**src/sv/pidmv_pkg.sv**
```systemverilog
// Package for the multi-variant PID controller: constants, register map,
// configuration struct and controller/datapath command types. No dependencies.
`timescale 1ns / 1ps

package pidmv_pkg;

	// Default parameter values.
	localparam int DATA_WIDTH_DEF = 16;
	localparam int GAIN_FRAC_DEF  = 8;

	// Fixed field widths.
	localparam int VAR_W      = 3;
	localparam int GAIN_W     = 16;
	localparam int LIM_W      = 15;
	localparam int THR_W      = 16;
	localparam int FILT_W     = 16;
	localparam int ACC_W      = 40;
	localparam int CFG_IDX_W  = 3;
	localparam int CFG_DATA_W = 16;

	// Variant codes; unused codes behave as plain.
	localparam logic [VAR_W-1:0] VAR_PLAIN     = 3'd0;
	localparam logic [VAR_W-1:0] VAR_SEPARATE  = 3'd1;
	localparam logic [VAR_W-1:0] VAR_WINDUP    = 3'd2;
	localparam logic [VAR_W-1:0] VAR_TRAPEZOID = 3'd3;
	localparam logic [VAR_W-1:0] VAR_FILTER    = 3'd4;

	// Register indexes.
	localparam logic [CFG_IDX_W-1:0] REG_VARIANT   = 3'd0;
	localparam logic [CFG_IDX_W-1:0] REG_GAIN_P    = 3'd1;
	localparam logic [CFG_IDX_W-1:0] REG_GAIN_I    = 3'd2;
	localparam logic [CFG_IDX_W-1:0] REG_GAIN_D    = 3'd3;
	localparam logic [CFG_IDX_W-1:0] REG_INT_LIMIT = 3'd4;
	localparam logic [CFG_IDX_W-1:0] REG_OUT_LIMIT = 3'd5;
	localparam logic [CFG_IDX_W-1:0] REG_THRESHOLD = 3'd6;
	localparam logic [CFG_IDX_W-1:0] REG_FILTER    = 3'd7;

	typedef struct packed {
		logic [VAR_W-1:0]  variant;
		logic [GAIN_W-1:0] gain_p;
		logic [GAIN_W-1:0] gain_i;
		logic [GAIN_W-1:0] gain_d;
		logic [LIM_W-1:0]  integral_limit;
		logic [LIM_W-1:0]  output_limit;
		logic [THR_W-1:0]  mode_threshold;
		logic [FILT_W-1:0] deriv_filter;
	} cfg_t;

	typedef enum logic [2:0] {
		ST_IDLE,
		ST_MUL_D,
		ST_MUL_P,
		ST_MUL_I,
		ST_MUL_F1,
		ST_MUL_F2,
		ST_UPDATE,
		ST_FINISH
	} state_t;

	// Operand pair fed to the shared multiplier.
	typedef enum logic [2:0] {
		MS_D,
		MS_P,
		MS_I,
		MS_F1,
		MS_F2
	} mul_sel_t;

	// Register that takes the previous cycle's product.
	typedef enum logic [2:0] {
		PD_NONE,
		PD_D,
		PD_P,
		PD_I,
		PD_T
	} prod_dst_t;

	typedef struct packed {
		logic      load;
		mul_sel_t  mul_sel;
		prod_dst_t dst;
		logic      update;
		logic      finish;
	} cmd_t;

	typedef struct packed {
		logic out_busy;
	} stat_t;

endpackage

```
**src/sv/pidmv_cfg.sv**
```systemverilog
// Configuration register file of the PID controller.
// Depends on pidmv_pkg for the register map and the cfg_t struct.
`timescale 1ns / 1ps

module pidmv_cfg (
	input  logic                              clk,
	input  logic                              arst_n,
	input  logic                              cfg_we,
	input  logic [pidmv_pkg::CFG_IDX_W-1:0]   cfg_index,
	input  logic [pidmv_pkg::CFG_DATA_W-1:0]  cfg_data,
	output pidmv_pkg::cfg_t                   cfg
);

	pidmv_pkg::cfg_t cfg_q;

	// Each write masks the data to the register's width.
	always_ff @(posedge clk or negedge arst_n) begin
		if (!arst_n) begin
			cfg_q.variant        <= pidmv_pkg::VAR_PLAIN;
			cfg_q.gain_p         <= '0;
			cfg_q.gain_i         <= '0;
			cfg_q.gain_d         <= '0;
			cfg_q.integral_limit <= '1;
			cfg_q.output_limit   <= '1;
			cfg_q.mode_threshold <= '1;
			cfg_q.deriv_filter   <= '0;
		end else if (cfg_we) begin
			case (cfg_index)
				pidmv_pkg::REG_VARIANT: begin
					cfg_q.variant <= cfg_data[pidmv_pkg::VAR_W-1:0];
				end
				pidmv_pkg::REG_GAIN_P: begin
					cfg_q.gain_p <= cfg_data[pidmv_pkg::GAIN_W-1:0];
				end
				pidmv_pkg::REG_GAIN_I: begin
					cfg_q.gain_i <= cfg_data[pidmv_pkg::GAIN_W-1:0];
				end
				pidmv_pkg::REG_GAIN_D: begin
					cfg_q.gain_d <= cfg_data[pidmv_pkg::GAIN_W-1:0];
				end
				pidmv_pkg::REG_INT_LIMIT: begin
					cfg_q.integral_limit <= cfg_data[pidmv_pkg::LIM_W-1:0];
				end
				pidmv_pkg::REG_OUT_LIMIT: begin
					cfg_q.output_limit <= cfg_data[pidmv_pkg::LIM_W-1:0];
				end
				pidmv_pkg::REG_THRESHOLD: begin
					cfg_q.mode_threshold <= cfg_data[pidmv_pkg::THR_W-1:0];
				end
				pidmv_pkg::REG_FILTER: begin
					cfg_q.deriv_filter <= cfg_data[pidmv_pkg::FILT_W-1:0];
				end
				default: begin
				end
			endcase
		end
	end

	assign cfg = cfg_q;

endmodule

```
**src/sv/pidmv_ctrl.sv**
```systemverilog
// Controller state machine of the PID controller: sequences the shared
// multiplier, the state update and the result load. Depends on pidmv_pkg.
`timescale 1ns / 1ps

module pidmv_ctrl (
	input  logic            clk,
	input  logic            arst_n,
	input  logic            in_valid,
	output logic            in_ready,
	input  pidmv_pkg::stat_t stat,
	output pidmv_pkg::cmd_t  cmd
);

	pidmv_pkg::state_t state_q;
	pidmv_pkg::state_t state_nxt;

	// State register.
	always_ff @(posedge clk or negedge arst_n) begin
		if (!arst_n) begin
			state_q <= pidmv_pkg::ST_IDLE;
		end else begin
			state_q <= state_nxt;
		end
	end

	// Next state and datapath commands. Each multiply state issues one
	// product; all but ST_MUL_D also store the product of the previous state.
	always_comb begin
		state_nxt   = state_q;
		in_ready    = 1'b0;
		cmd.load    = 1'b0;
		cmd.mul_sel = pidmv_pkg::MS_D;
		cmd.dst     = pidmv_pkg::PD_NONE;
		cmd.update  = 1'b0;
		cmd.finish  = 1'b0;
		case (state_q)
			pidmv_pkg::ST_IDLE: begin
				in_ready = 1'b1;
				if (in_valid) begin
					cmd.load  = 1'b1;
					state_nxt = pidmv_pkg::ST_MUL_D;
				end
			end
			pidmv_pkg::ST_MUL_D: begin
				cmd.mul_sel = pidmv_pkg::MS_D;
				state_nxt   = pidmv_pkg::ST_MUL_P;
			end
			pidmv_pkg::ST_MUL_P: begin
				cmd.mul_sel = pidmv_pkg::MS_P;
				cmd.dst     = pidmv_pkg::PD_D;
				state_nxt   = pidmv_pkg::ST_MUL_I;
			end
			pidmv_pkg::ST_MUL_I: begin
				cmd.mul_sel = pidmv_pkg::MS_I;
				cmd.dst     = pidmv_pkg::PD_P;
				state_nxt   = pidmv_pkg::ST_MUL_F1;
			end
			pidmv_pkg::ST_MUL_F1: begin
				cmd.mul_sel = pidmv_pkg::MS_F1;
				cmd.dst     = pidmv_pkg::PD_I;
				state_nxt   = pidmv_pkg::ST_MUL_F2;
			end
			pidmv_pkg::ST_MUL_F2: begin
				cmd.mul_sel = pidmv_pkg::MS_F2;
				cmd.dst     = pidmv_pkg::PD_T;
				state_nxt   = pidmv_pkg::ST_UPDATE;
			end
			pidmv_pkg::ST_UPDATE: begin
				cmd.update = 1'b1;
				state_nxt  = pidmv_pkg::ST_FINISH;
			end
			pidmv_pkg::ST_FINISH: begin
				// Wait here while the output register still holds an item.
				if (!stat.out_busy) begin
					cmd.finish = 1'b1;
					state_nxt  = pidmv_pkg::ST_IDLE;
				end
			end
			default: begin
				state_nxt = pidmv_pkg::ST_IDLE;
			end
		endcase
	end

endmodule

```
**src/sv/pidmv_dp.sv**
```systemverilog
// Datapath of the PID controller: shared multiplier, term registers,
// integral and filter state, output clamp and output register.
// Depends on pidmv_pkg; driven by pidmv_ctrl.
`timescale 1ns / 1ps

module pidmv_dp #(
	parameter int DATA_WIDTH     = pidmv_pkg::DATA_WIDTH_DEF,
	parameter int GAIN_FRAC_BITS = pidmv_pkg::GAIN_FRAC_DEF
) (
	input  logic                  clk,
	input  logic                  arst_n,
	input  pidmv_pkg::cfg_t       cfg,
	input  pidmv_pkg::cmd_t       cmd,
	output pidmv_pkg::stat_t      stat,
	input  logic [DATA_WIDTH-1:0] setpoint,
	input  logic [DATA_WIDTH-1:0] measurement,
	output logic [DATA_WIDTH-1:0] drive,
	output logic                  out_valid,
	input  logic                  out_ready
);

	localparam int ACC_W  = pidmv_pkg::ACC_W;
	localparam int E_W    = DATA_WIDTH + 1;
	localparam int DE_W   = DATA_WIDTH + 2;
	localparam int MA_W   = DE_W + pidmv_pkg::GAIN_W;
	localparam int MB_W   = pidmv_pkg::FILT_W + 2;
	localparam int M_W    = MA_W + MB_W;
	localparam int T_W    = M_W + 1;
	localparam int WIDE_W = (ACC_W > MA_W) ? ACC_W : MA_W;
	localparam int IS_W   = WIDE_W + 1;
	localparam int SUM_W  = WIDE_W + 2;
	localparam int PD_W   = pidmv_pkg::LIM_W + 1;
	localparam int CMP_W  = pidmv_pkg::THR_W + 2;

	localparam logic signed [IS_W-1:0] ACC_HI = IS_W'({1'b0, {(ACC_W-1){1'b1}}});
	localparam logic signed [IS_W-1:0] ACC_LO = -ACC_HI - IS_W'(1);

	// Sample registers.
	logic signed [E_W-1:0]  e_q;
	logic signed [DE_W-1:0] de_q;
	logic signed [DE_W-1:0] es_q;

	// Multiplier and term registers.
	logic signed [MA_W-1:0] mul_a;
	logic signed [MB_W-1:0] mul_b;
	logic signed [M_W-1:0]  prod_q;
	logic signed [MA_W-1:0] d_q;
	logic signed [MA_W-1:0] p_q;
	logic signed [MA_W-1:0] gi_q;
	logic signed [M_W-1:0]  t_q;
	logic                   use_i_q;

	// Controller state that persists between items.
	logic signed [ACC_W-1:0] acc_q;
	logic signed [MA_W-1:0]  pderiv_q;
	logic signed [E_W-1:0]   perr_q;
	logic signed [PD_W-1:0]  pdrive_q;

	// Output register.
	logic [DATA_WIDTH-1:0] drive_q;
	logic                  out_valid_q;

	logic signed [E_W-1:0]   e_new;
	logic signed [T_W-1:0]   t_sum;
	logic signed [MA_W-1:0]  dfilt;
	logic signed [MA_W-1:0]  inc;
	logic signed [IS_W-1:0]  isum;
	logic signed [IS_W-1:0]  isat;
	logic signed [ACC_W-1:0] sat_acc;
	logic signed [ACC_W-1:0] ilim;
	logic signed [ACC_W-1:0] clamped_acc;
	logic signed [ACC_W-1:0] acc_nxt;
	logic [E_W-1:0]          mag;
	logic                    mag_ok;
	logic signed [CMP_W-1:0] pdrv_w;
	logic signed [CMP_W-1:0] thr_w;
	logic                    e_pos;
	logic                    integrate;
	logic                    use_i;
	logic signed [SUM_W-1:0] acc_term;
	logic signed [SUM_W-1:0] sum;
	logic signed [SUM_W-1:0] shifted;
	logic signed [SUM_W-1:0] olim;
	logic signed [SUM_W-1:0] drv;

	// Error of the incoming sample.
	assign e_new = E_W'($signed(setpoint)) - E_W'($signed(measurement));

	// Operand select for the shared multiplier.
	always_comb begin
		case (cmd.mul_sel)
			pidmv_pkg::MS_D: begin
				mul_a = MA_W'(de_q);
				mul_b = $signed({2'b00, cfg.gain_d});
			end
			pidmv_pkg::MS_P: begin
				mul_a = MA_W'(e_q);
				mul_b = $signed({2'b00, cfg.gain_p});
			end
			pidmv_pkg::MS_I: begin
				if (cfg.variant == pidmv_pkg::VAR_TRAPEZOID) begin
					mul_a = MA_W'(es_q);
				end else begin
					mul_a = MA_W'(e_q);
				end
				mul_b = $signed({2'b00, cfg.gain_i});
			end
			pidmv_pkg::MS_F1: begin
				mul_a = d_q;
				mul_b = $signed({2'b01, {pidmv_pkg::FILT_W{1'b0}}})
					- $signed({2'b00, cfg.deriv_filter});
			end
			pidmv_pkg::MS_F2: begin
				mul_a = pderiv_q;
				mul_b = $signed({2'b00, cfg.deriv_filter});
			end
			default: begin
				mul_a = '0;
				mul_b = '0;
			end
		endcase
	end

	// Filtered derivative: weighted sum of both products, floored by 2^16.
	assign t_sum = T_W'(t_q) + T_W'(prod_q);
	assign dfilt = MA_W'(t_sum >>> pidmv_pkg::FILT_W);

	// Integral step: halved product for the trapezoidal form.
	always_comb begin
		if (cfg.variant == pidmv_pkg::VAR_TRAPEZOID) begin
			inc = gi_q >>> 1;
		end else begin
			inc = gi_q;
		end
	end

	assign isum = IS_W'(acc_q) + IS_W'(inc);

	// Saturate to the accumulator range, then, except in the windup variant, to the integral limit.
	always_comb begin
		if (isum > ACC_HI) begin
			isat = ACC_HI;
		end else if (isum < ACC_LO) begin
			isat = ACC_LO;
		end else begin
			isat = isum;
		end
	end

	assign sat_acc = ACC_W'(isat);
	assign ilim    = ACC_W'(cfg.integral_limit) << GAIN_FRAC_BITS;

	always_comb begin
		if (sat_acc > ilim) begin
			clamped_acc = ilim;
		end else if (sat_acc < -ilim) begin
			clamped_acc = -ilim;
		end else begin
			clamped_acc = sat_acc;
		end
	end

	assign acc_nxt = (cfg.variant == pidmv_pkg::VAR_WINDUP) ? sat_acc : clamped_acc;

	// Separation test on the true error magnitude.
	assign mag    = e_q[E_W-1] ? E_W'(-e_q) : E_W'(e_q);
	assign mag_ok = (mag <= E_W'(cfg.mode_threshold));

	// Windup test on the previous drive.
	assign pdrv_w = CMP_W'(pdrive_q);
	assign thr_w  = $signed({2'b00, cfg.mode_threshold});
	assign e_pos  = !e_q[E_W-1] && (e_q != '0);

	always_comb begin
		integrate = 1'b1;
		use_i     = 1'b1;
		case (cfg.variant)
			pidmv_pkg::VAR_SEPARATE: begin
				integrate = mag_ok;
				use_i     = mag_ok;
			end
			pidmv_pkg::VAR_WINDUP: begin
				if (pdrv_w > thr_w) begin
					integrate = !e_pos;
				end else if (pdrv_w < -thr_w) begin
					integrate = e_pos;
				end else begin
					integrate = 1'b1;
				end
			end
			default: begin
				integrate = 1'b1;
			end
		endcase
	end

	// Output sum, floor shift and symmetric clamp.
	always_comb begin
		if (use_i_q) begin
			acc_term = SUM_W'(acc_q);
		end else begin
			acc_term = '0;
		end
	end

	assign sum     = SUM_W'(p_q) + SUM_W'(d_q) + acc_term;
	assign shifted = sum >>> GAIN_FRAC_BITS;
	assign olim    = SUM_W'(cfg.output_limit);

	always_comb begin
		if (shifted > olim) begin
			drv = olim;
		end else if (shifted < -olim) begin
			drv = -olim;
		end else begin
			drv = shifted;
		end
	end

	// Sample and term registers.
	always_ff @(posedge clk) begin
		if (cmd.load) begin
			e_q  <= e_new;
			de_q <= DE_W'(e_new) - DE_W'(perr_q);
			es_q <= DE_W'(e_new) + DE_W'(perr_q);
		end
		prod_q <= mul_a * mul_b;
		case (cmd.dst)
			pidmv_pkg::PD_D: d_q  <= MA_W'(prod_q);
			pidmv_pkg::PD_P: p_q  <= MA_W'(prod_q);
			pidmv_pkg::PD_I: gi_q <= MA_W'(prod_q);
			pidmv_pkg::PD_T: t_q  <= prod_q;
			default: begin
			end
		endcase
		if (cmd.update) begin
			use_i_q <= use_i;
			if (cfg.variant == pidmv_pkg::VAR_FILTER) begin
				d_q <= dfilt;
			end
		end
		if (cmd.finish) begin
			drive_q <= DATA_WIDTH'(drv);
		end
	end

	// Persistent controller state.
	always_ff @(posedge clk or negedge arst_n) begin
		if (!arst_n) begin
			acc_q    <= '0;
			pderiv_q <= '0;
			perr_q   <= '0;
			pdrive_q <= '0;
		end else begin
			if (cmd.update) begin
				if (integrate) begin
					acc_q <= acc_nxt;
				end
				if (cfg.variant == pidmv_pkg::VAR_FILTER) begin
					pderiv_q <= dfilt;
				end
			end
			if (cmd.finish) begin
				perr_q   <= e_q;
				pdrive_q <= PD_W'(drv);
			end
		end
	end

	// Output valid flag.
	always_ff @(posedge clk or negedge arst_n) begin
		if (!arst_n) begin
			out_valid_q <= 1'b0;
		end else if (cmd.finish) begin
			out_valid_q <= 1'b1;
		end else if (out_ready) begin
			out_valid_q <= 1'b0;
		end
	end

	assign stat.out_busy = out_valid_q && !out_ready;
	assign out_valid     = out_valid_q;
	assign drive         = drive_q;

endmodule

```
**src/sv/pid_controller_multi_variant_top.sv**
```systemverilog
// Top level of the multi-variant positional PID controller.
// Depends on pidmv_pkg, pidmv_cfg, pidmv_ctrl and pidmv_dp.
//
// Usage:
// - Input stream (s_*): one item carries a setpoint and a measurement.
// - Output stream (m_*): one item per input carries the clamped drive.
// - Configuration: cfg_we writes cfg_data into the register at cfg_index
//   on the same clock edge. Write only while no item is in flight.
// - Sequence: after an input is taken the five products (P, I, D and
//   the two filter weights) go one per cycle through a single shared
//   34 x 18 multiplier (default widths), followed by an update state and
//   a result state that waits while the output register is stalled.
// - One item is in flight at a time; s_tready is high only while idle.
// - A finished result sits in an output register, so the next input is
//   taken while it waits. If m_tready stays low the controller holds the
//   following result until the register is free.
// - Reset clears the integral, previous error, previous drive and
//   filtered derivative, and loads the register reset values.
`timescale 1ns / 1ps

module pid_controller_multi_variant_top #(
	parameter int DATA_WIDTH     = pidmv_pkg::DATA_WIDTH_DEF,
	parameter int GAIN_FRAC_BITS = pidmv_pkg::GAIN_FRAC_DEF,
	localparam int IN_W  = ((2 * DATA_WIDTH + 7) / 8) * 8,
	localparam int OUT_W = ((DATA_WIDTH + 7) / 8) * 8
) (
	input  logic                             clk,
	input  logic                             arst_n,
	input  logic                             s_tvalid,
	output logic                             s_tready,
	input  logic [IN_W-1:0]                  s_tdata,   // setpoint, measurement
	output logic                             m_tvalid,
	input  logic                             m_tready,
	output logic [OUT_W-1:0]                 m_tdata,   // drive
	input  logic                             cfg_we,
	input  logic [pidmv_pkg::CFG_IDX_W-1:0]  cfg_index,
	input  logic [pidmv_pkg::CFG_DATA_W-1:0] cfg_data
);

	pidmv_pkg::cfg_t  cfg;
	pidmv_pkg::cmd_t  cmd;
	pidmv_pkg::stat_t stat;
	logic [DATA_WIDTH-1:0] drive;

	pidmv_cfg u_cfg (
		.clk       (clk),
		.arst_n    (arst_n),
		.cfg_we    (cfg_we),
		.cfg_index (cfg_index),
		.cfg_data  (cfg_data),
		.cfg       (cfg)
	);

	pidmv_ctrl u_ctrl (
		.clk      (clk),
		.arst_n   (arst_n),
		.in_valid (s_tvalid),
		.in_ready (s_tready),
		.stat     (stat),
		.cmd      (cmd)
	);

	pidmv_dp #(
		.DATA_WIDTH     (DATA_WIDTH),
		.GAIN_FRAC_BITS (GAIN_FRAC_BITS)
	) u_dp (
		.clk         (clk),
		.arst_n      (arst_n),
		.cfg         (cfg),
		.cmd         (cmd),
		.stat        (stat),
		.setpoint    (s_tdata[DATA_WIDTH-1:0]),
		.measurement (s_tdata[2*DATA_WIDTH-1:DATA_WIDTH]),
		.drive       (drive),
		.out_valid   (m_tvalid),
		.out_ready   (m_tready)
	);

	// Drive in the low bits, zero padding above.
	assign m_tdata = OUT_W'(drive);

endmodule

```
**config.mk**
```make
export PLATFORM = sky130hd
export DESIGN_NAME = pid_controller_multi_variant_top
export DESIGN_NICKNAME = d
export VERILOG_FILES = /design/src/sv/pidmv_pkg.sv /design/src/sv/pidmv_cfg.sv /design/src/sv/pidmv_ctrl.sv /design/src/sv/pidmv_dp.sv /design/src/sv/pid_controller_multi_variant_top.sv
export SDC_FILE = /design/constraint.sdc
export NUM_CORES = 2
export LEC_CHECK = 0
export BUFFER_PORTS_ARGS = -buffer_cell sky130_fd_sc_hd__buf_2
export CORE_MARGIN = 5
export CORE_UTILIZATION = 60
export DETAILED_ROUTE_END_ITERATION = 7
export GPL_TIMING_DRIVEN = 0
export PLACE_DENSITY = 0.79
export SKIP_LAST_GASP = 1
export SLEW_MARGIN = 30
export SYNTH_ARGS = -nofsm -noshare
export SYNTH_HDL_FRONTEND = slang
export SYNTH_SLANG_ARGS = --single-unit
```
**constraint.sdc**
```tcl
create_clock -name clk -period 22.8 [get_ports clk]
set_clock_uncertainty 0.2 [all_clocks]
set_input_delay 1.14 -clock clk [delete_from_list [all_inputs] [get_ports clk]]
set_output_delay 1.14 -clock clk [all_outputs]
set_load 0.005 [all_outputs]
```
==> results.cfg <==
[critical_path]
crit_path_max_incr_delay_ns = 0.86
critical_path_class = reg2reg
cp.required_ns = 23.13
cp_max_fo = 10
cp_common_cell = fa_1
startpoint_type = flip-flop
reg2reg_slack_ns = 11.54
ff2ff_path_depth = 28
end_kind = flip-flop
cp_slowest_cell = clkbuf_1
arrival_ns = 11.59

[logic_synthesis]
yosysSeqAreaShare = 0.2470
avgSynthCellArea_um2 = 9.381
synthFlopType = edfxtp_1
netlist_area_um2 = 52480
async_flop_share = 0.4525
ys_seq_elements = 495
ys_types = 100
syn_inst = 5594
synth-edff-count = 187
ys_warn_count = 0
syn-num-nets = 6690

[cts]
ctsResizeCount = 0
cts_max_path_buffers = 3
cts_root_buffer = clkbuf_16
cts_sinks = 495
clkTransAtPathRegs_ns = 0.07
cts_buffers = 52
cts_tree = yes
insertion_delay_ns = 0.64
htreeDepth = 2
post-cts-setup-buffers = 0
hold_buffers = 0

[final_layout]
nets = 6828
layout_commonest_cell = inv_1
most-common-layout-cells = inv_1 (774), nand2_1 (688), fa_1 (582), ha_1 (458), nor2_1 (402)
syn2layout_area_growth_pct = 7.792
layout-drive-gt1-share = 0.07808
fill_cells = 7057

[timing]
final-hold-violation-count = 0
relSlewSlack = 0.2685
period_share = 0.4939
slew_violations = 0
rsz0062_at_grt = false
fin_tns_setup_ns = 0
worstMarginPinSlew_ns = 1.097
max_freq_ghz = 0.08881
final.min_clock_period_ns = 11.26
setup_viol = 0

[detailed_routing]
wirelength_um = 169800
vias = 43359
drt_iter0_drc = 4521
routedWlPerCell_um = 24.49
firstDrtPassIters = 8
postRouteAntennaNets = 0
drc = 2
viasPerCell = 6.254

[grt]
first_global_vias = 44345
overflow = 0
grt_use_total = 0.3603
grt_pass1_wl_um = 260400
antenna_found_initial = 7
grt_max_degree = 78

[floorplanning]
start_util = 0.6049
num_rows = 108
core_um2 = 86750
die_w_um = 305.7
ios = 74
die_area_um2 = 93480
die_h_um = 305.7

[status]
violations = DRC
status = finished, violations left

[placed_design]
place_congestion = 1.016
place_hpwl_um = 137600
io_buffers = 69

[min_path]
hp-class = in2async

[run]
cap_violations = 0
[logic make-up (layout without fill, tap and decap cells)]
family,Yosys count,in the layout,synth area share
AND/OR/NAND/NOR,1609,1609,0.1397
adder cells (fa/ha/maj),1046,1046,0.3324
AO/OA/AOI/OAI,1003,1003,0.1261
buffers and inverters,994,1176,0.07162
flip-flops,495,495,0.2470
XOR/XNOR,247,247,0.04122
multiplexers,200,200,0.04201
other,0,2,0
[registers in the layout, summed over array words and instances (netlist names)]
signal          count
u_dp.t_q           50
u_dp.e_q           17
u_dp.es_q          18
u_dp.prod_q        50
u_dp.p_q           34
u_dp.out_valid      1
u_dp.use_i_q        1
u_dp.pdrive_q      16
u_dp.de_q          17
u_dp.perr_q        17
u_dp.gi_q          34
u_dp.drive         16
u_cfg.cfg         113
u_dp.acc_q         40
u_dp.pderiv_q      34
u_dp.d_q           34
u_ctrl.state_q      3
[worst max-delay path, delay by kind of cell, from the launching register on]
kind            cells  cell delay, ns
fa+ha+maj           7            3.52
buf+inv             8            3.19
compound gates      7            1.90
simple gates        5            1.73
flops               1            0.44
xor+xnor            1            0.14
[worst paths after layout]
check | from | to
max in group asynchronous | arst_n | u_cfg.cfg[49]
hold / removal | arst_n | u_dp.pdrive_q[6]
min in group clk | u_dp.prod_q[34] | u_dp.t_q[34]
setup reg to reg | u_ctrl.state_q[2] | u_dp.prod_q[49]
hold reg to reg | u_dp.prod_q[34] | u_dp.t_q[34]
setup / recovery | u_ctrl.state_q[2] | u_dp.prod_q[49]
[layout make-up]
cell class / instances / area, µm² / share of cell area
timing repair buffer: 84 / 546.8 / 0.009666
tap: 1155 / 1445 / 0.02555
multi-input combinational: 4105 / 35960 / 0.6357
clock buffer: 72 / 1630 / 0.02882
inverter: 776 / 2913 / 0.05149
sequential: 495 / 12960 / 0.2291
buffer: 218 / 860.8 / 0.01522
clock inverter: 26 / 244.0 / 0.004313
antenna: 2 / 5.005 / 0.00008848
[cell usage after synthesis, types with 151 or more instances]
cell	n	area, µm²
xnor2_1	177	1550
mux2_2	151	1700
a21oi_1	277	1386
nand2_1	688	2582
edfxtp_1	187	5615
nor2_1	402	1509
fa_1	582	11650
o21ai_0	209	1046
inv_1	774	2905
ha_1	458	5731
dfrtp_1	178	4454
clkbuf_1	202	758.2
[routing by layer]
layer | up-vias | global-route usage | part of all wire
met2 | 2433 | 0.5679 | 0.45
met1 | 21284 | 0.4684 | 0.37
li1 | 19073 | - | -
met3 | 563 | 0.08592 | 0.11
met4 | 6 | 0.1845 | 0.063
met5 | - | 0 | 0.00025
[stage by stage]
stage	cell area [µm²]	setup slack [ns]	hold WS [ns]	std cells	util
3_3_place_gp	54270	10.16	0.2243	6818	0.6255
2_1_floorplan	52480	13.42	0.2123	5594	-
5_1_grt	56560	11.19	0.2253	6931	0.6520
6_report	56570	11.54	0.2023	6933	0.6520
3_5_place_dp	54670	11.89	0.2264	6833	0.6302
4_1_cts	56550	11.80	0.2028	6931	0.6518
Power is left out: the tool's default activity adds up to more than one toggle a clock period on the data nets, which glitch-free logic cannot reach.
